==> src/rtl/core/pli_pkg.sv <==
// Shared types and constants of the piecewise linear interpolator.
// Holds the controller state encoding and the command and status records.
// No dependencies.
package pli_pkg;

    // Table geometry and field widths
    localparam int DEF_MAX_POINTS = 64;
    localparam int FIELD_W        = 24;
    localparam int COUNT_W        = 7;
    localparam int IDX_W          = 6;
    localparam int PROD_W         = 2 * FIELD_W;

    // Divider step count: one quotient bit per step
    localparam int DIV_STEPS = FIELD_W;
    localparam int DIV_CNT_W = $clog2(DIV_STEPS + 1);

    // Configuration port
    localparam int  APB_ADDR_W      = 3;
    localparam int  APB_DATA_W      = 32;
    localparam logic REG_POINT_COUNT = 1'b0;

    // Opcodes carried in tuser
    localparam logic OP_LOAD  = 1'b0;
    localparam logic OP_QUERY = 1'b1;

    typedef enum logic [2:0] {
        ST_IDLE,
        ST_SCAN,
        ST_DRAIN,
        ST_CHECK,
        ST_DIV_START,
        ST_DIV_WAIT,
        ST_FIN,
        ST_DONE
    } state_t;

    // Controller to datapath
    typedef struct packed {
        logic load;
        logic start;
        logic rd_en;
        logic eval;
        logic first;
        logic mul;
        logic div_start;
        logic finish;
        logic push;
    } cmd_t;

    // Datapath to controller
    typedef struct packed {
        logic hit;
        logic seg;
        logic div_busy;
    } status_t;

endpackage

==> src/rtl/core/pli_ctrl.sv <==
// Controller: takes items, sequences the table scan, the multiply and the divide.
// Drives the command record to pli_dp and reads back its status record.
// Depends on pli_pkg.
module pli_ctrl import pli_pkg::*; #(
    parameter int MAX_POINTS = DEF_MAX_POINTS,
    parameter int AW         = $clog2(MAX_POINTS),
    parameter int CW         = $clog2(MAX_POINTS + 1)
) (
    input  logic               aclk,
    input  logic               aresetn,
    input  logic               s_valid,
    input  logic               s_op,
    input  logic [COUNT_W-1:0] point_count,
    input  logic               out_free,
    input  status_t            st,
    output logic               s_ready,
    output cmd_t               cmd,
    output logic [AW-1:0]      rd_addr
);

    state_t        state_reg,  state_next;
    logic [AW-1:0] idx_reg,    idx_next;
    logic [AW-1:0] last_reg,   last_next;
    logic          eval_reg,   eval_next;
    logic          first_reg,  first_next;
    logic [CW-1:0] n_used;

    // Clamp the point count to the table depth
    always_comb begin
        if (32'(point_count) > 32'(MAX_POINTS)) begin
            n_used = CW'(MAX_POINTS);
        end else begin
            n_used = CW'(point_count);
        end
    end

    // State and scan registers
    always_ff @(posedge aclk) begin
        if (!aresetn) begin
            state_reg <= ST_IDLE;
            idx_reg   <= '0;
            last_reg  <= '0;
            eval_reg  <= 1'b0;
            first_reg <= 1'b0;
        end else begin
            state_reg <= state_next;
            idx_reg   <= idx_next;
            last_reg  <= last_next;
            eval_reg  <= eval_next;
            first_reg <= first_next;
        end
    end

    // Next state and commands
    always_comb begin
        state_next    = state_reg;
        idx_next      = idx_reg;
        last_next     = last_reg;
        eval_next     = 1'b0;
        first_next    = 1'b0;
        s_ready       = 1'b0;
        cmd           = '0;
        cmd.eval      = eval_reg;
        cmd.first     = first_reg;
        case (state_reg)
            ST_IDLE: begin
                s_ready = 1'b1;
                if (s_valid) begin
                    if (s_op == OP_LOAD) begin
                        cmd.load = 1'b1;
                    end else begin
                        cmd.start = 1'b1;
                        idx_next  = '0;
                        last_next = AW'(n_used - CW'(1));
                        state_next = (n_used == '0) ? ST_DONE : ST_SCAN;
                    end
                end
            end
            ST_SCAN: begin
                // Read one entry per cycle, evaluate it the cycle after
                cmd.rd_en  = 1'b1;
                eval_next  = 1'b1;
                first_next = idx_reg == '0;
                idx_next   = idx_reg + AW'(1);
                if (idx_reg == last_reg) begin
                    state_next = ST_DRAIN;
                end
            end
            ST_DRAIN: begin
                state_next = ST_CHECK;
            end
            ST_CHECK: begin
                cmd.mul = 1'b1;
                state_next = (st.hit && st.seg) ? ST_DIV_START : ST_DONE;
            end
            ST_DIV_START: begin
                cmd.div_start = 1'b1;
                state_next    = ST_DIV_WAIT;
            end
            ST_DIV_WAIT: begin
                if (!st.div_busy) begin
                    state_next = ST_FIN;
                end
            end
            ST_FIN: begin
                cmd.finish = 1'b1;
                state_next = ST_DONE;
            end
            ST_DONE: begin
                // Hold until the output register can take the result
                if (out_free) begin
                    cmd.push   = 1'b1;
                    state_next = ST_IDLE;
                end
            end
            default: begin
                state_next = ST_IDLE;
            end
        endcase
    end

    assign rd_addr = idx_reg;

endmodule

==> config.mk <==
export PLATFORM = sky130hd
export DESIGN_NAME = pli_ctrl
export DESIGN_NICKNAME = d
export VERILOG_FILES = /design/src/rtl/core/pli_pkg.sv /design/src/rtl/core/pli_ctrl.sv
export SDC_FILE = /design/constraint.sdc
export NUM_CORES = 1
export LEC_CHECK = 0
export BUFFER_PORTS_ARGS = -buffer_cell sky130_fd_sc_hd__buf_2
export CAP_MARGIN = 20
export CORE_MARGIN = 4
export CORE_UTILIZATION = 54
export DETAILED_ROUTE_END_ITERATION = 8
export PLACE_DENSITY = 0.83
export SYNTH_ARGS = -nofsm -noshare
export SYNTH_HDL_FRONTEND = slang
export SYNTH_SLANG_ARGS = --single-unit
==> constraint.sdc <==
create_clock -name aclk -period 3.05 [get_ports aclk]
set_clock_uncertainty 0.15 [all_clocks]
set_input_delay 0.1525 -clock aclk [delete_from_list [all_inputs] [get_ports aclk]]
set_output_delay 0.1525 -clock aclk [all_outputs]
set_load 0.01 [all_outputs]
==> results.toml, run 1 <==
[clocking]
cts-root-buf = "clkbuf_4"
clock_latency_ns = 0.29
ctsHoldBuffers = 0
cts_resized = 0
cts_sinks = 17
clock_path_buffers = 2
post_cts_buffers = 0
h-tree-depth = 1
cts_buffers = 3
cts.clk_slew.worst_paths_ns = 0.10
cts_tree = "done"

[worst_setup_path]
critical_path_required_ns = 2.75
crit_type = "flop to output port"
endpoint_kind = "output port"
cp.arrival_ns = 1.57
cp_max_fo = 10
critPathLaunchType = "flop"

[sta]
setup_slack_ns = 1.18
min_period_ns = 1.87
whs_ns = 0.0354
max_freq_ghz = 0.534
rsz0062_at_grt = "no"
tightest_slew_ns = 0.485
slew_viol_final = 0
fin_setup_tns_ns = 0
hold_violations = 0
max_slew_margin_pct = 67.7
timing.final.crit_share_pct = 61.4
setup_viol = 0

[drt]
drtAntennaViolNets = 0
vias = 923
avgViaCountPerCell = 5.37
wl_mm = 2.24
wire_per_inst_um = 13.0
drt_first_pass_iters = 4
remaining_drc_errors = 0
drt_iter0_drc = 10

[logic_synthesis]
netlist_instances = 120
yosysUniqueCellTypes = 46
yosysWarnings = 0
ys_ff_latch = 17
syn_area_per_cell_sq_um = 8.89
ys_async_sr_fraction_pct = 0
ys_seq_area_share_pct = 31.9
syn_area_sq_mm = 0.00107
synth_edf_count = 0
syn_nets = 138
synth_ff_type = "dfxtp_1"

[hold_path]
hold_path_class = "input pin to flop"

[floorplanning]
dieArea_sq_mm = 0.00275
die_height_um = 52.5
rows = 15
die_w_um = 52.5
initial_core_util_pct = 59.2
top_level_ports = 31
core_area_sq_mm = 0.00180

[finish]
n_antenna_cell = 0
num-nets-final = 166
drive_gt1_share_pct = 31.3
area_growth_pct = 14.9

[placed_design]
detailedPlace.worstSlack_ns = 1.42
globalplace.congestion = 0.885
dp_hpwl_mm = 1.78
portBuffers = 30

[global_route]
grt_max_degree = 13
grt_first_pass_wirelength_mm = 3.77
grt.total_usage_pct = 18.2
grt_pass1_vias = 859
grt.overflow.total = 0
grt_antenna_before_repair = 0

[power]
p_leak_nw = 0.549
peakVddDrop_uv = 221
powerDensity_mw_per_mm2 = 381

[status]
status = "complete, no violations"

[run]
drv_cap = 0
==> final timing paths <==
| check | from | endpoint | slack, ns | cells past startpoint |
|---|---|---|---|---|
| worst max-delay path | state_reg[2] | cmd[7] | 1.18 | 5 |
| worst min-delay path | point_count[3] | last_reg[3] | 0.04 | 3 |
| worst max register to register | state_reg[2] | state_reg[1] | 1.35 | 5 |
| worst min register to register | last_reg[4] | last_reg[4] | 0.33 | 2 |
==> power breakdown <==
group	internal [mW]	switching, mW
Clock	0.0486	0.0714
Combinational	0.0459	0.0552
Sequential	0.234	0.0125
Total	0.328	0.139
==> layout make-up <==
cell class | instances | area [sq um]
Clock inverter | 1 | 5.00
Tap cell | 25 | 31.3
Timing Repair Buffer | 30 | 150
Clock buffer | 3 | 22.5
Fill cell | 158 | 576
Multi-Input combinational cell | 89 | 644
Inverter | 7 | 32.5
Sequential cell | 17 | 340
==> layer usage <==
layer | GRT usage, % | part of all wire, % | up-vias
met5 | 0 | 0 | -
met3 | 2.56 | 4.3 | 2
li1 | - | - | 468
met4 | 6.81 | 0.76 | 0
met2 | 31.0 | 50 | 17
met1 | 22.9 | 45 | 436
==> layout by cell type, fill, tap and decap left out, drive strengths merged, types with 5 or more instances in the layout <==
cell type	count
o21ai	5
dfxtp	17
nand2	11
xnor2	11
buf	30
nor2	8
inv	5
==> Yosys cell counts (2+ instances only) <==
| library cell | instances | area, sq um |
|---|---|---|
| nor3b_1 | 3 | 22.5 |
| o21ai_0 | 3 | 15.0 |
| buf_4 | 4 | 30.0 |
| nand2b_1 | 2 | 12.5 |
| a21oi_1 | 3 | 15.0 |
| nor2_1 | 8 | 30.0 |
| nor2b_1 | 4 | 25.0 |
| dfxtp_1 | 17 | 340 |
| inv_1 | 5 | 18.8 |
| and2_1 | 4 | 25.0 |
| nand3_1 | 2 | 10.0 |
| xnor2_1 | 11 | 96.3 |
| o211a_1 | 2 | 20.0 |
| nor4_2 | 2 | 25.0 |
| o21ai_1 | 2 | 10.0 |
| o21a_1 | 2 | 15.0 |
| xor2_1 | 2 | 17.5 |
| ha_1 | 3 | 37.5 |
| a21boi_0 | 2 | 15.0 |
| nand2_1 | 11 | 41.3 |
| nor3_1 | 3 | 15.0 |
==> worst max-delay path, stage by stage, from the launching register on <==
cell and delay [ns]:
dfxtp_1 0.41, or3_4 0.43, clkinv_2 0.09, nand3_4 0.11
clkinv_4 0.11, buf_2 0.14
==> metrics by stage <==
step           std cells  total power, mW  utilization (%)  area [sq um]
2_1_floorplan        120            0.323                -          1070
3_3_place_gp         168            0.348             66.5          1200
3_5_place_dp         168            0.352             66.5          1200
4_1_cts              172            0.473             68.1          1230
5_1_grt              172            0.492             68.1          1230
6_report             172            0.467             68.1          1230
==> cells by family (layout without fill, tap and decap cells) <==
kind of cell / count (synthesis) / after routing / share of synthesized area (%)
fa+ha+maj: 3 / 3 / 3.52
compound gates: 22 / 22 / 15.6
flops: 17 / 17 / 31.9
simple gates: 49 / 49 / 28.6
buf+inv: 14 / 41 / 7.74
xor+xnor: 13 / 13 / 10.7
mux: 2 / 2 / 1.99
No activity file was read; power rests on OpenSTA's default activity.
==> inputs of run 2 (changes only) <==
Settings changed: CORE_UTILIZATION 54 to 45, PLACE_DENSITY 0.83 to 0.74.
Clock period 3.05 ns to 1.6 ns, I/O delays scaled along.
==> results.toml, run 2 (synthesized netlist as in run 1, its figures left out) <==
[status]
status = "finished with violations"
violations = "negative setup slack"

[worst_setup_path]
path_buf_inv = 1
r2r_setup_slack_ns = 0.01
critical_path_required_ns = 1.37
max_stage_delay_ns = 0.43
critical-path-top-delay-family = "simple AND/OR/NAND/NOR gates"
cp_cell_sequence = "or3_4, nor3b_4, buf_2"
cp_max_fo = 3
endpoint_kind = "output port"
cp.arrival_ns = 1.41
critPathSlowestCell = "or3_4"
critPathLaunchType = "flop"
crit_type = "flop to output port"

[drt]
vias = 980
wl_mm = 2.63
drtAntennaViolNets = 0
remaining_drc_errors = 0
drt_first_pass_iters = 4
avgViaCountPerCell = 5.19
drt_iter0_drc = 9
wire_per_inst_um = 13.9

[placed_design]
portBuffers = 30
dpl_cell_area_sq_mm = 0.00123
detailedPlace.worstSlack_ns = 0.0510
dp_hpwl_mm = 1.93
globalplace.congestion = 0.770

[finish]
fillerInstances = 199
num-nets-final = 180
finish.utilization_pct = 62.6
drive_gt1_share_pct = 38.5
layout_common_cells = "buf_2, dfxtp_1, xnor2_1, nand2_1, buf_4"
area_growth_pct = 30.9
design_area_sq_mm = 0.00140
final_common_cell = "buf_2"
n_antenna_cell = 0

[floorplanning]
initial_core_util_pct = 47.8
rows = 17
dieArea_sq_mm = 0.00321
top_level_ports = 31
die_w_um = 56.7
core_area_sq_mm = 0.00223
die_height_um = 56.7

[sta]
rsz0062_at_grt = "yes"
setup_viol = 2
hold_violations = 0
fin_setup_tns_ns = -0.0457
whs_ns = 0.00176
max_slew_margin_pct = 76.7
tightest_slew_ns = 0.347
slew_viol_final = 0
min_period_ns = 1.64
setup_slack_ns = -0.0369
timing.final.crit_share_pct = 102
max_freq_ghz = 0.611

[global_route]
grt.overflow.total = 0
grt_max_degree = 13
grt_antenna_before_repair = 0
grt_pass1_vias = 1022
grt.total_usage_pct = 17.4
grt_first_pass_wirelength_mm = 4.46

[clocking]
clock_latency_ns = 0.29
cts.clk_slew.worst_paths_ns = 0.10
cts_buffers = 3
h-tree-depth = 1
cts_tree = "done"
clock_path_buffers = 2
cts-root-buf = "clkbuf_4"
cts_sinks = 17

[power]
p_leak_nw = 0.630
peakVddDrop_uv = 588
powerDensity_mw_per_mm2 = 684

[run]
drv_cap = 0

[hold_path]
hold_path_class = "input pin to flop"
run 2: worst min-delay path, delay by kind of cell:
kind,cells,cell delay (ns)
AO/OA/AOI/OAI,1,0.10
buffers and inverters,1,0.15
AND/OR/NAND/NOR,1,0.07
run 2: worst paths after layout:
path,depth (start not counted),startpoint,endpoint
worst max register to register,7,state_reg[2],last_reg[0]
worst min register to register,2,last_reg[4],last_reg[4]
worst max-delay path,3,state_reg[2],cmd[8]
worst min-delay path,3,point_count[6],last_reg[5]
run 2: cell type report:
class	count	area, sq um	share of cell area (%)
Sequential cell	17	344	24.6
Clock buffer	4	26.3	1.88
Multi-Input combinational cell	89	669	47.9
Timing Repair Buffer	44	287	20.5
Tap cell	28	35.0	2.51
Inverter	7	36.3	2.60
run 2: power breakdown:
part | total [mW] | internal (mW) | switching [mW]
sequential | 0.465 | 0.446 | 0.0193
clock | 0.226 | 0.0969 | 0.129
combinational | 0.265 | 0.134 | 0.131
total | 0.956 | 0.677 | 0.280
run 2: through the flow:
stage	power, mW	cells
final	0.956	189
after global placement	0.677	175
after CTS	0.943	188
after floorplan	0.616	120
after detailed placement	0.684	175
after global routing	1.02	189
run 2: layer usage:
metal / vias up / GRT usage (%) / part of all wire, %
met1: 460 / 21.9 / 44
met3: 2 / 4.83 / 4.3
li1: 496 / - / -
met5: - / 0 / 0
met4: 0 / 4.07 / 0.46
met2: 22 / 29.2 / 52
run 2: repair_timing:
action	CTS	global route
buffers inserted	6	1
pin swaps	0	3
hold buffers	3	0
endpoints found under the hold margin	8	0
endpoints found under the setup margin	2	13
resized for setup	5	10
==> inputs of run 3 (changes only) <==
Settings changed: SETUP_SLACK_MARGIN set to 0.4.
==> results.toml, run 3 (synthesized netlist as in run 1, its figures left out) <==
[finish]
num-nets-final = 194
final_common_cell = "buf_2"
area_growth_pct = 56.0
layoutNonFillerInstCount = 203
drive_gt1_share_pct = 56.0
layout_common_cells = "buf_2, buf_6, buf_4, xnor2_1"
n_antenna_cell = 0
finish.utilization_pct = 74.6

[sta]
max_slew_margin_pct = 76.9
slew_viol_final = 0
min_period_ns = 1.59
timing.final.crit_share_pct = 99.4
max_freq_ghz = 0.629
rsz0062_at_grt = "yes"
whs_ns = 0.0160
hold_violations = 0
fin_setup_tns_ns = 0
tightest_slew_ns = 0.343
setup_viol = 0

[worst_setup_path]
rr_startpoint = "state_reg[1]"
critPathLaunchType = "flop"
r2r_end = "last_reg[0]"
r2r_cells = 7
critPathSlowestCell = "dfxtp_4"
cp_max_fo = 3
cp.arrival_ns = 1.36
cp_common_cell = "clkinv_4"
r2r_setup_slack_ns = 0.01
max_stage_delay_ns = 0.38
critical-path-top-delay-family = "simple AND/OR/NAND/NOR gates"
endpoint_kind = "output port"
crit_type = "flop to output port"
cp_cell_sequence = "or3_4, clkinv_4, nand3_4, clkinv_4, buf_6"
path_buf_inv = 3
critical_path_required_ns = 1.37

[hold_path]
hold_path_class = "input pin to flop"
min_delay_path_depth = 3
hold_start = "point_count[6]"
min_to = "last_reg[5]"

[status]
status = "complete, no violations"

[drt]
avgViaCountPerCell = 5.25
drt_first_pass_iters = 3
drt_iter0_drc = 14
remaining_drc_errors = 0
wl_mm = 3.09
wire_per_inst_um = 15.2
drtAntennaViolNets = 0
vias = 1066

[placed_design]
dp_hpwl_mm = 1.90
portBuffers = 30
globalplace.congestion = 0.780
dp.cells = 175

[power]
p_leak_nw = 0.725
peakVddDrop_uv = 593
p_total_mw = 1.03
powerDensity_mw_per_mm2 = 618

[global_route]
grt.overflow.total = 0
grt_pass1_vias = 1122
grt.total_usage_pct = 19.3
grt_first_pass_wirelength_mm = 4.95
grt_max_degree = 10
grt_antenna_before_repair = 0

[floorplanning]
die_w_um = 56.7
top_level_ports = 31
die_height_um = 56.7
initial_core_util_pct = 47.8
core_area_sq_mm = 0.00223
dieArea_sq_mm = 0.00321
rows = 17

[clocking]
clock_latency_ns = 0.30
cts_buffers = 3
cts.clk_slew.worst_paths_ns = 0.11
cts-root-buf = "clkbuf_4"
cts_sinks = 17
h-tree-depth = 1
clock_path_buffers = 2
cts_tree = "done"

[run]
drv_cap = 0
## run 3: stage by stage
| step | worst slack (ns) | cell area [sq um] |
|---|---|---|
| 5_1_grt | -0.0446 | 1670 |
| 4_1_cts | 0.0309 | 1590 |
| 3_5_place_dp | 0.0188 | 1240 |
| 2_1_floorplan | 0.0437 | 1070 |
| 3_3_place_gp | 0.0810 | 1240 |
| 6_report | 0.00952 | 1670 |
## run 3: routing by layer
| layer | share of wire [%] | global-route usage (%) |
|---|---|---|
| met5 | 0 | 0 |
| met4 | 0.49 | 2.71 |
| met3 | 3.8 | 4.60 |
| met2 | 52 | 34.8 |
| met1 | 43 | 23.3 |
## run 3: final cells by class
type                    count  area (sq um)
repair buffers             58           432
inverters                   7          38.8
clock buffers               4          26.3
multi-input cells          89           779
well taps                  28          35.0
flip-flops and latches     17           354
fillers                   156           568
## run 3: power breakdown
group,internal [mW],total [mW],switching (mW)
clock network,0.0970,0.237,0.140
logic,0.169,0.328,0.160
registers,0.445,0.465,0.0194
total,0.711,1.03,0.319
## run 3: how the worst max path moves through the flow
stage                       from      endpoint  slack [ns]  cells after the start
floorplan           state_reg[2]   last_reg[0]        0.04                      7
global placement    state_reg[1]  state_reg[1]        0.08                      5
detailed placement  state_reg[1]  state_reg[1]        0.02                      5
CTS                 state_reg[0]        cmd[8]        0.03                      3
global route        state_reg[1]   last_reg[0]       -0.04                      7
finish              state_reg[1]        cmd[7]        0.01                      5
## run 3: repair_timing
item	in CTS	in global routing
pin swaps	11	10
gates cloned	0	0
setup endpoints to repair	25	27
buffers inserted	15	3
endpoints found under the hold margin	9	0
gates resized for setup	44	17
hold buffers	6	0
## run 3: tightest hold or removal path: cells and delay by family
kind            cells  cell delay (ns)
simple gates        1             0.12
compound gates      1             0.06
buf+inv             1             0.15
