<file path="config.mk">
export PLATFORM = sky130hd
export DESIGN_NAME = pli_dp
export DESIGN_NICKNAME = d
export VERILOG_FILES = /design/src/rtl/core/pli_pkg.sv /design/src/rtl/core/pli_div.sv /design/src/rtl/core/pli_dp.sv
export SDC_FILE = /design/constraint.sdc
export NUM_CORES = 2
export LEC_CHECK = 0
export BUFFER_PORTS_ARGS = -buffer_cell sky130_fd_sc_hd__buf_2
export CAP_MARGIN = 20
export CORE_ASPECT_RATIO = 0.6
export CORE_MARGIN = 2
export CORE_UTILIZATION = 35
export CTS_CLUSTER_DIAMETER = 50
export DETAILED_ROUTE_END_ITERATION = 8
export GPL_ROUTABILITY_DRIVEN = 0
export GPL_TIMING_DRIVEN = 0
export PLACE_DENSITY = 0.54
export SLEW_MARGIN = 20
export SYNTH_ARGS = -nofsm -noshare
export SYNTH_HDL_FRONTEND = slang
export SYNTH_SLANG_ARGS = --single-unit
</file>
<file path="constraint.sdc">
create_clock -name aclk -period 18.49 [get_ports aclk]
set_input_delay 0 -clock aclk [delete_from_list [all_inputs] [get_ports aclk]]
set_output_delay 0 -clock aclk [all_outputs]
set_load 0.01 [all_outputs]
</file>
<file path="src/rtl/core/pli_pkg.sv">
// Shared types and constants of the piecewise linear interpolator.
// Holds the controller state encoding and the command and status records.
// No dependencies.
package pli_pkg;

    // Table geometry and field widths
    localparam int DEF_MAX_POINTS = 64;
    localparam int FIELD_W        = 24;
    localparam int COUNT_W        = 7;
    localparam int IDX_W          = 6;
    localparam int PROD_W         = 2 * FIELD_W;

    // Divider step count: one quotient bit per step
    localparam int DIV_STEPS = FIELD_W;
    localparam int DIV_CNT_W = $clog2(DIV_STEPS + 1);

    // Configuration port
    localparam int  APB_ADDR_W      = 3;
    localparam int  APB_DATA_W      = 32;
    localparam logic REG_POINT_COUNT = 1'b0;

    // Opcodes carried in tuser
    localparam logic OP_LOAD  = 1'b0;
    localparam logic OP_QUERY = 1'b1;

    typedef enum logic [2:0] {
        ST_IDLE,
        ST_SCAN,
        ST_DRAIN,
        ST_CHECK,
        ST_DIV_START,
        ST_DIV_WAIT,
        ST_FIN,
        ST_DONE
    } state_t;

    // Controller to datapath
    typedef struct packed {
        logic load;
        logic start;
        logic rd_en;
        logic eval;
        logic first;
        logic mul;
        logic div_start;
        logic finish;
        logic push;
    } cmd_t;

    // Datapath to controller
    typedef struct packed {
        logic hit;
        logic seg;
        logic div_busy;
    } status_t;

endpackage

</file>
<file path="src/rtl/core/pli_div.sv">
// Restoring divider, one quotient bit per cycle, 48-bit dividend by 24-bit divisor.
// The dividend must satisfy dividend < divisor * 2^24 so the quotient fits 24 bits.
// Depends on pli_pkg.
module pli_div import pli_pkg::*; (
    input  logic               aclk,
    input  logic               aresetn,
    input  logic               start,
    input  logic [PROD_W-1:0]  dividend,
    input  logic [FIELD_W-1:0] divisor,
    output logic               busy,
    output logic [FIELD_W-1:0] quotient,
    output logic [FIELD_W-1:0] remainder
);

    logic                 busy_reg;
    logic [DIV_CNT_W-1:0] cnt_reg;
    logic [FIELD_W-1:0]   rem_reg;
    logic [FIELD_W-1:0]   lo_reg;

    logic [FIELD_W:0]     trial;
    logic                 fits;
    logic [FIELD_W-1:0]   rem_next;

    // Shift in the next dividend bit and try the subtraction
    always_comb begin
        trial    = {rem_reg, lo_reg[FIELD_W-1]};
        fits     = trial >= {1'b0, divisor};
        rem_next = fits ? FIELD_W'(trial - {1'b0, divisor}) : trial[FIELD_W-1:0];
    end

    // Step counter and busy flag
    always_ff @(posedge aclk) begin
        if (!aresetn) begin
            busy_reg <= 1'b0;
            cnt_reg  <= '0;
        end else if (start) begin
            busy_reg <= 1'b1;
            cnt_reg  <= DIV_CNT_W'(DIV_STEPS);
        end else if (busy_reg) begin
            cnt_reg <= cnt_reg - DIV_CNT_W'(1);
            if (cnt_reg == DIV_CNT_W'(1)) begin
                busy_reg <= 1'b0;
            end
        end
    end

    // Partial remainder and quotient shift register
    always_ff @(posedge aclk) begin
        if (start) begin
            rem_reg <= dividend[PROD_W-1:FIELD_W];
            lo_reg  <= dividend[FIELD_W-1:0];
        end else if (busy_reg) begin
            rem_reg <= rem_next;
            lo_reg  <= {lo_reg[FIELD_W-2:0], fits};
        end
    end

    assign busy      = busy_reg;
    assign quotient  = lo_reg;
    assign remainder = rem_reg;

endmodule

</file>
<file path="src/rtl/core/pli_dp.sv">
// Datapath: breakpoint memory, scan compare, candidate capture, multiply and divide.
// Acts on the command record from pli_ctrl and reports a status record.
// Depends on pli_pkg and pli_div.
module pli_dp import pli_pkg::*; #(
    parameter int MAX_POINTS = DEF_MAX_POINTS,
    parameter int AW         = $clog2(MAX_POINTS)
) (
    input  logic               aclk,
    input  logic               aresetn,
    input  cmd_t               cmd,
    input  logic [AW-1:0]      rd_addr,
    input  logic [IDX_W-1:0]   wr_idx,
    input  logic [FIELD_W-1:0] wr_x,
    input  logic [FIELD_W-1:0] wr_y,
    input  logic [FIELD_W-1:0] query_x,
    output status_t            st,
    output logic [FIELD_W-1:0] res_value,
    output logic               res_found
);

    // Breakpoint memory, x in the upper half, y in the lower half
    logic [PROD_W-1:0]  point_mem [MAX_POINTS];
    logic [FIELD_W-1:0] rd_x_reg;
    logic [FIELD_W-1:0] rd_y_reg;

    logic [FIELD_W-1:0] q_reg;
    logic [FIELD_W-1:0] prev_x_reg;
    logic [FIELD_W-1:0] prev_y_reg;
    logic               hit_reg;
    logic               seg_reg;
    logic               neg_reg;
    logic [FIELD_W-1:0] y0_reg;
    logic [FIELD_W-1:0] dx_reg;
    logic [FIELD_W-1:0] t_reg;
    logic [FIELD_W-1:0] dy_reg;
    logic [PROD_W-1:0]  mag_reg;
    logic [FIELD_W-1:0] seg_val_reg;

    logic               seg_hit;
    logic               eq_hit;
    logic               div_busy;
    logic [FIELD_W-1:0] quo;
    logic [FIELD_W-1:0] rem;
    logic [FIELD_W-1:0] quo_adj;

    // Write a breakpoint on load, drop slots beyond the table
    always_ff @(posedge aclk) begin
        if (cmd.load && (32'(wr_idx) < 32'(MAX_POINTS))) begin
            point_mem[AW'(wr_idx)] <= {wr_x, wr_y};
        end
    end

    // Registered read for the scan
    always_ff @(posedge aclk) begin
        if (cmd.rd_en) begin
            {rd_x_reg, rd_y_reg} <= point_mem[rd_addr];
        end
    end

    // Segment and exact-match tests against the entry just read
    always_comb begin
        seg_hit = !cmd.first && (q_reg > prev_x_reg) && (q_reg < rd_x_reg);
        eq_hit  = q_reg == rd_x_reg;
    end

    // Candidate flags: the latest match in scan order wins
    always_ff @(posedge aclk) begin
        if (!aresetn) begin
            hit_reg <= 1'b0;
            seg_reg <= 1'b0;
        end else if (cmd.start) begin
            hit_reg <= 1'b0;
            seg_reg <= 1'b0;
        end else if (cmd.eval && (eq_hit || seg_hit)) begin
            hit_reg <= 1'b1;
            seg_reg <= !eq_hit;
        end
    end

    // Capture query, previous entry and segment operands
    always_ff @(posedge aclk) begin
        if (cmd.start) begin
            q_reg <= query_x;
        end
        if (cmd.eval) begin
            prev_x_reg <= rd_x_reg;
            prev_y_reg <= rd_y_reg;
            if (eq_hit) begin
                y0_reg <= rd_y_reg;
            end else if (seg_hit) begin
                y0_reg  <= prev_y_reg;
                dx_reg  <= rd_x_reg - prev_x_reg;
                t_reg   <= q_reg - prev_x_reg;
                neg_reg <= rd_y_reg < prev_y_reg;
                dy_reg  <= (rd_y_reg < prev_y_reg) ? prev_y_reg - rd_y_reg
                                                   : rd_y_reg - prev_y_reg;
            end
        end
        if (cmd.mul) begin
            mag_reg <= PROD_W'(dy_reg) * PROD_W'(t_reg);
        end
        if (cmd.finish) begin
            seg_val_reg <= neg_reg ? y0_reg - quo_adj : y0_reg + quo_adj;
        end
    end

    pli_div u_div (
        .aclk      (aclk),
        .aresetn   (aresetn),
        .start     (cmd.div_start),
        .dividend  (mag_reg),
        .divisor   (dx_reg),
        .busy      (div_busy),
        .quotient  (quo),
        .remainder (rem)
    );

    // Round a falling segment toward minus infinity
    assign quo_adj = quo + FIELD_W'(neg_reg && (rem != '0));

    assign st.hit      = hit_reg;
    assign st.seg      = seg_reg;
    assign st.div_busy = div_busy;

    assign res_found = hit_reg;
    assign res_value = hit_reg ? (seg_reg ? seg_val_reg : y0_reg) : '0;

endmodule

</file>
==> metrics.txt <==
# TYPE chip_impl_metric gauge
chip_impl_info{name="status",value="finished clean"} 1
chip_impl_metric{name="grt_antenna_before_repair",unit=""} 54
chip_impl_metric{name="final_hold_viol_count",unit=""} 0
chip_impl_metric{name="synth.cell_area",unit="µm²"} 156000
chip_impl_metric{name="num_rows",unit=""} 189
chip_impl_metric{name="maximum_clock_frequency",unit="GHz"} 0.109
chip_impl_metric{name="grt_pass1_wl",unit="mm"} 674
chip_impl_metric{name="clk_path_buf_depth",unit=""} 4
chip_impl_metric{name="leakage_dissipation",unit="nW"} 62.0
chip_impl_metric{name="synth_nets",unit=""} 9372
chip_impl_metric{name="yosysWarnings",unit=""} 0
chip_impl_metric{name="io_buffers",unit=""} 109
chip_impl_metric{name="p_int",unit="mW"} 16.9
chip_impl_metric{name="cts_inserted_buffers",unit=""} 339
chip_impl_metric{name="finish.utilization",unit="%"} 41.1
chip_impl_metric{name="final-max-slew-violation-count",unit=""} 0
chip_impl_metric{name="fill_cells",unit=""} 39000
chip_impl_metric{name="switchingPower",unit="mW"} 9.57
chip_impl_metric{name="die_height",unit="µm"} 521
chip_impl_metric{name="slew-limit-headroom",unit="%"} 17.5
chip_impl_metric{name="drt-vias-per-instance",unit=""} 5.57
chip_impl_info{name="synth_top_cells_by_area",value="sky130_fd_sc_hd__edfxtp_1, sky130_fd_sc_hd__mux4_2, sky130_fd_sc_hd__fa_1, sky130_fd_sc_hd__ha_1, sky130_fd_sc_hd__inv_1"} 1
chip_impl_info{name="clock_tree_from_tritoncts",value="yes"} 1
chip_impl_metric{name="share_of_post_route_cells_with_drive_strength_above_1",unit="%"} 22.2
chip_impl_metric{name="antenna_left",unit=""} 0
chip_impl_metric{name="r2r_setup_slack",unit="ns"} 9.35
chip_impl_metric{name="cts.repair.resized",unit=""} 0
chip_impl_metric{name="share_clk_of_total_power",unit="%"} 25.9
chip_impl_metric{name="avgRoutedWirePerCell",unit="µm"} 31.7
chip_impl_metric{name="clock_insertion_delay_worst_skew",unit="ns"} 0.93
chip_impl_metric{name="die_area",unit="µm²"} 451000
chip_impl_metric{name="largest_reg_flops",unit=""} 3072
chip_impl_metric{name="floorplan.initialDensity",unit="%"} 35.2
chip_impl_metric{name="detailedRoute.firstPassIterationCount",unit=""} 5
chip_impl_info{name="final_cell_mix",value="sky130_fd_sc_hd__edfxtp_1, sky130_fd_sc_hd__mux4_2, sky130_fd_sc_hd__inv_1"} 1
chip_impl_metric{name="period_minus_slack",unit="ns"} 9.14
chip_impl_info{name="critical_path.startpoint",value="dy_reg[16]"} 1
chip_impl_metric{name="combinationalPowerShare",unit="%"} 38.8
chip_impl_metric{name="grt_pass1_vias",unit=""} 83100
chip_impl_info{name="rsz_0062_raised_after_global_routing",value="false"} 1
chip_impl_metric{name="postSynthRegisterBits",unit=""} 3417
chip_impl_metric{name="final_min_period_over_clock_period",unit="%"} 49.4
chip_impl_metric{name="power.density",unit="nW/µm²"} 146
chip_impl_metric{name="timing.max_cap.violations",unit=""} 0
chip_impl_info{name="dominant_register_cell_in_the_synthesized_netlist",value="sky130_fd_sc_hd__edfxtp_1"} 1
chip_impl_metric{name="layout-area-overhead-vs-synth",unit="%"} 16.7
chip_impl_info{name="root_buffer_selected_by_cts",value="sky130_fd_sc_hd__clkbuf_16"} 1
chip_impl_metric{name="finalSetupViolCount",unit=""} 0
chip_impl_metric{name="max-vdd-ir-drop",unit="V"} 0.000603
chip_impl_metric{name="max_slew.worst_pin.slew",unit="ns"} 1.24
chip_impl_metric{name="register_cell_area_after_layout",unit="µm²"} 103000
chip_impl_info{name="synth_top_cell_by_area",value="sky130_fd_sc_hd__edfxtp_1"} 1
chip_impl_metric{name="netlist.area_leader.share",unit="%"} 65.7
chip_impl_metric{name="worstPathArrival",unit="ns"} 9.79
chip_impl_metric{name="remaining_drc_errors",unit=""} 0
chip_impl_metric{name="ioPinCount",unit=""} 123
chip_impl_metric{name="part_of_the_yosys_area_used_for_sequential_elements",unit="%"} 65.8
chip_impl_metric{name="fin_tns_setup",unit="ns"} 0
chip_impl_metric{name="detailed_placer_s_ending_hpwl",unit="mm"} 363
chip_impl_metric{name="worst_setup_hold_path_clk_slew",unit="ns"} 0.07
chip_impl_info{name="final_common_cell",value="sky130_fd_sc_hd__edfxtp_1"} 1
chip_impl_metric{name="drt_total_wl",unit="mm"} 490
chip_impl_metric{name="hold_path_depth",unit=""} 2
chip_impl_info{name="worst_setup_path_endpoint",value="mag_reg[47]"} 1
chip_impl_info{name="cp-end-kind",value="flop"} 1
chip_impl_metric{name="initial_detailed_routing_violation_count",unit=""} 13500
chip_impl_metric{name="multi_input_comb_area",unit="µm²"} 49400
chip_impl_metric{name="clkSinkCount",unit=""} 3417
chip_impl_metric{name="netlist_instances",unit=""} 8445
chip_impl_metric{name="synth_cell_type_count",unit=""} 80
chip_impl_info{name="hold_path_class",value="in -> reg"} 1
chip_impl_metric{name="die_width",unit="µm"} 865
chip_impl_metric{name="worst_clock_skew",unit="ns"} 0.0698
chip_impl_metric{name="track_usage",unit="%"} 21.3
chip_impl_metric{name="cts.htree.levels",unit=""} 5
chip_impl_metric{name="seq_power_share",unit="%"} 35.3
chip_impl_metric{name="synth_enable_flop_cells",unit=""} 3409
chip_impl_metric{name="design.final.nets",unit=""} 10200
chip_impl_metric{name="timing.critical_path.required",unit="ns"} 19.14
chip_impl_metric{name="coreArea",unit="µm²"} 442000
chip_impl_metric{name="worst_r2r_path_depth",unit=""} 26
chip_impl_metric{name="async_reset_ff_share",unit="%"} 0
chip_impl_metric{name="critPathMaxFanout",unit=""} 10
chip_impl_metric{name="vias",unit=""} 86100
chip_impl_metric{name="avgSynthCellArea",unit="µm²"} 18.4
chip_impl_metric{name="grt_max_degree",unit=""} 65
chip_impl_info{name="setup.worst_path.start_class",value="flop"} 1
chip_impl_info{name="regToRegStartpoint",value="dy_reg[16]"} 1
chip_impl_info{name="reg2reg_to",value="mag_reg[47]"} 1
chip_impl_info{name="critical_path_class",value="reg -> reg"} 1
chip_impl_metric{name="grt_ovf",unit=""} 0
chip_impl_metric{name="swShare",unit="%"} 36.2
## kinds of logic (layout without fill, tap and decap cells)
| kind of cell | after synthesis | in the layout | share of synthesized area (%) |
|---|---|---|---|
| compound gates | 592 | 592 | 2.42 |
| fa+ha+maj | 832 | 832 | 9.03 |
| simple gates | 1205 | 1205 | 3.83 |
| mux | 1087 | 1087 | 15.1 |
| other cells | 0 | 29 | 0 |
| xor+xnor | 187 | 187 | 1.05 |
| buf+inv | 1125 | 2198 | 2.78 |
| flops | 3417 | 3417 | 65.8 |
## cells in the mapped netlist, types with 8 or more instances
| cell | n |
|---|---|
| sky130_fd_sc_hd__a211oi_1 | 18 |
| sky130_fd_sc_hd__a21boi_0 | 15 |
| sky130_fd_sc_hd__a21o_1 | 93 |
| sky130_fd_sc_hd__a21oi_1 | 156 |
| sky130_fd_sc_hd__a31oi_1 | 20 |
| sky130_fd_sc_hd__and2_1 | 307 |
| sky130_fd_sc_hd__and3_1 | 23 |
| sky130_fd_sc_hd__buf_1 | 15 |
| sky130_fd_sc_hd__buf_2 | 61 |
| sky130_fd_sc_hd__clkbuf_1 | 307 |
| sky130_fd_sc_hd__dfxtp_1 | 8 |
| sky130_fd_sc_hd__edfxtp_1 | 3409 |
| sky130_fd_sc_hd__fa_1 | 488 |
| sky130_fd_sc_hd__ha_1 | 344 |
| sky130_fd_sc_hd__inv_1 | 736 |
| sky130_fd_sc_hd__mux2_2 | 24 |
| sky130_fd_sc_hd__mux2i_1 | 58 |
| sky130_fd_sc_hd__mux4_2 | 1005 |
| sky130_fd_sc_hd__nand2_1 | 429 |
| sky130_fd_sc_hd__nand2b_1 | 32 |
| sky130_fd_sc_hd__nand3_1 | 54 |
| sky130_fd_sc_hd__nand4_1 | 30 |
| sky130_fd_sc_hd__nor2_1 | 184 |
| sky130_fd_sc_hd__nor2b_1 | 58 |
| sky130_fd_sc_hd__nor3_1 | 39 |
| sky130_fd_sc_hd__nor4_1 | 8 |
| sky130_fd_sc_hd__o211ai_1 | 8 |
| sky130_fd_sc_hd__o21a_1 | 29 |
| sky130_fd_sc_hd__o21ai_0 | 146 |
| sky130_fd_sc_hd__o21bai_1 | 24 |
| sky130_fd_sc_hd__or3_1 | 10 |
| sky130_fd_sc_hd__xnor2_1 | 141 |
| sky130_fd_sc_hd__xor2_1 | 46 |
## how the worst min path moves through the flow
| stage | start | end |
|---|---|---|
| 2_1_floorplan | wr_y[0] | point_mem[0][0] |
| 3_3_place_gp | query_x[1] | q_reg[1] |
| 3_5_place_dp | query_x[10] | q_reg[10] |
| 4_1_cts | aresetn | u_div.cnt_reg[0] |
| 5_1_grt | cmd[5] | prev_y_reg[10] |
| 6_report | cmd[5] | prev_y_reg[17] |
## stage by stage
| stage | std cells | instance area (µm²) | power (mW) | setup slack (ns) | hold slack (ns) |
|---|---|---|---|---|---|
| floorplan | 8445 | 156000 | 16.2 | 11.77 | 0.0989 |
| global route | 15400 | 182000 | 27.9 | 9.04 | 0.0419 |
| detailed placement | 14700 | 170000 | 19.6 | 9.60 | 0.179 |
| CTS | 15400 | 182000 | 26.4 | 9.59 | 0.00456 |
| finish | 15500 | 182000 | 26.5 | 9.35 | 0.0827 |
| global placement | 14500 | 164000 | 19.5 | 7.78 | 0.182 |
## timing repair
item                                   4_1_cts  5_1_grt
hold buffers                               109        0
setup buffers                                0        0
endpoints found under the hold margin     3162        0
## layout make-up
cell class              instances  share of cell area [%]
repair buffers                468                    3.95
flip-flops and latches       3417                    56.4
multi-input cells            3903                    27.2
diodes                         29                  0.0399
clock inverters               210                    1.07
clock buffers                 395                    4.83
inverters                     736                    1.52
well taps                    5921                    4.08
plain buffers                 389                   0.911
## critical path, stage by stage (launching register included)
cell and delay [ns]:
sky130_fd_sc_hd__edfxtp_1 0.73, sky130_fd_sc_hd__clkbuf_1 0.90, sky130_fd_sc_hd__and2_1 0.28, sky130_fd_sc_hd__fa_1 0.43, sky130_fd_sc_hd__fa_1 0.55, sky130_fd_sc_hd__inv_1 0.07, sky130_fd_sc_hd__fa_1 0.53, sky130_fd_sc_hd__inv_1 0.05
sky130_fd_sc_hd__fa_1 0.50, sky130_fd_sc_hd__inv_1 0.06, sky130_fd_sc_hd__fa_1 0.53, sky130_fd_sc_hd__inv_1 0.05, sky130_fd_sc_hd__fa_1 0.48, sky130_fd_sc_hd__inv_1 0.05, sky130_fd_sc_hd__fa_1 0.47, sky130_fd_sc_hd__inv_1 0.05
sky130_fd_sc_hd__ha_1 0.32, sky130_fd_sc_hd__a21oi_1 0.26, sky130_fd_sc_hd__o21ai_0 0.14, sky130_fd_sc_hd__inv_1 0.07, sky130_fd_sc_hd__nand3_1 0.37, sky130_fd_sc_hd__a21oi_1 0.91, sky130_fd_sc_hd__o21ai_1 0.37, sky130_fd_sc_hd__a31oi_1 0.30
sky130_fd_sc_hd__o21bai_1 0.10, sky130_fd_sc_hd__a21oi_1 0.17, sky130_fd_sc_hd__xnor2_1 0.11
## power groups by stage
stage / sequential (mW) / clock (mW) / combinational (mW)
2_1_floorplan: 9.42 / 0 / 6.77
5_1_grt: 9.35 / 7.26 / 11.3
6_report: 9.34 / 6.85 / 10.3
3_5_place_dp: 9.50 / 0 / 10.1
3_3_place_gp: 9.51 / 0 / 9.98
4_1_cts: 9.34 / 6.95 / 10.2
## layer usage
| layer | up-vias | routed length, µm | GRT usage (%) |
|---|---|---|---|
| li1 | 34300 | - | - |
| met1 | 46400 | 229000 | 35.1 |
| met2 | 4933 | 191000 | 27.8 |
| met3 | 554 | 61200 | 6.25 |
| met4 | 20 | 8820 | 3.52 |
| met5 | - | 124 | 0 |
No activity file was read; power rests on OpenSTA's default activity.
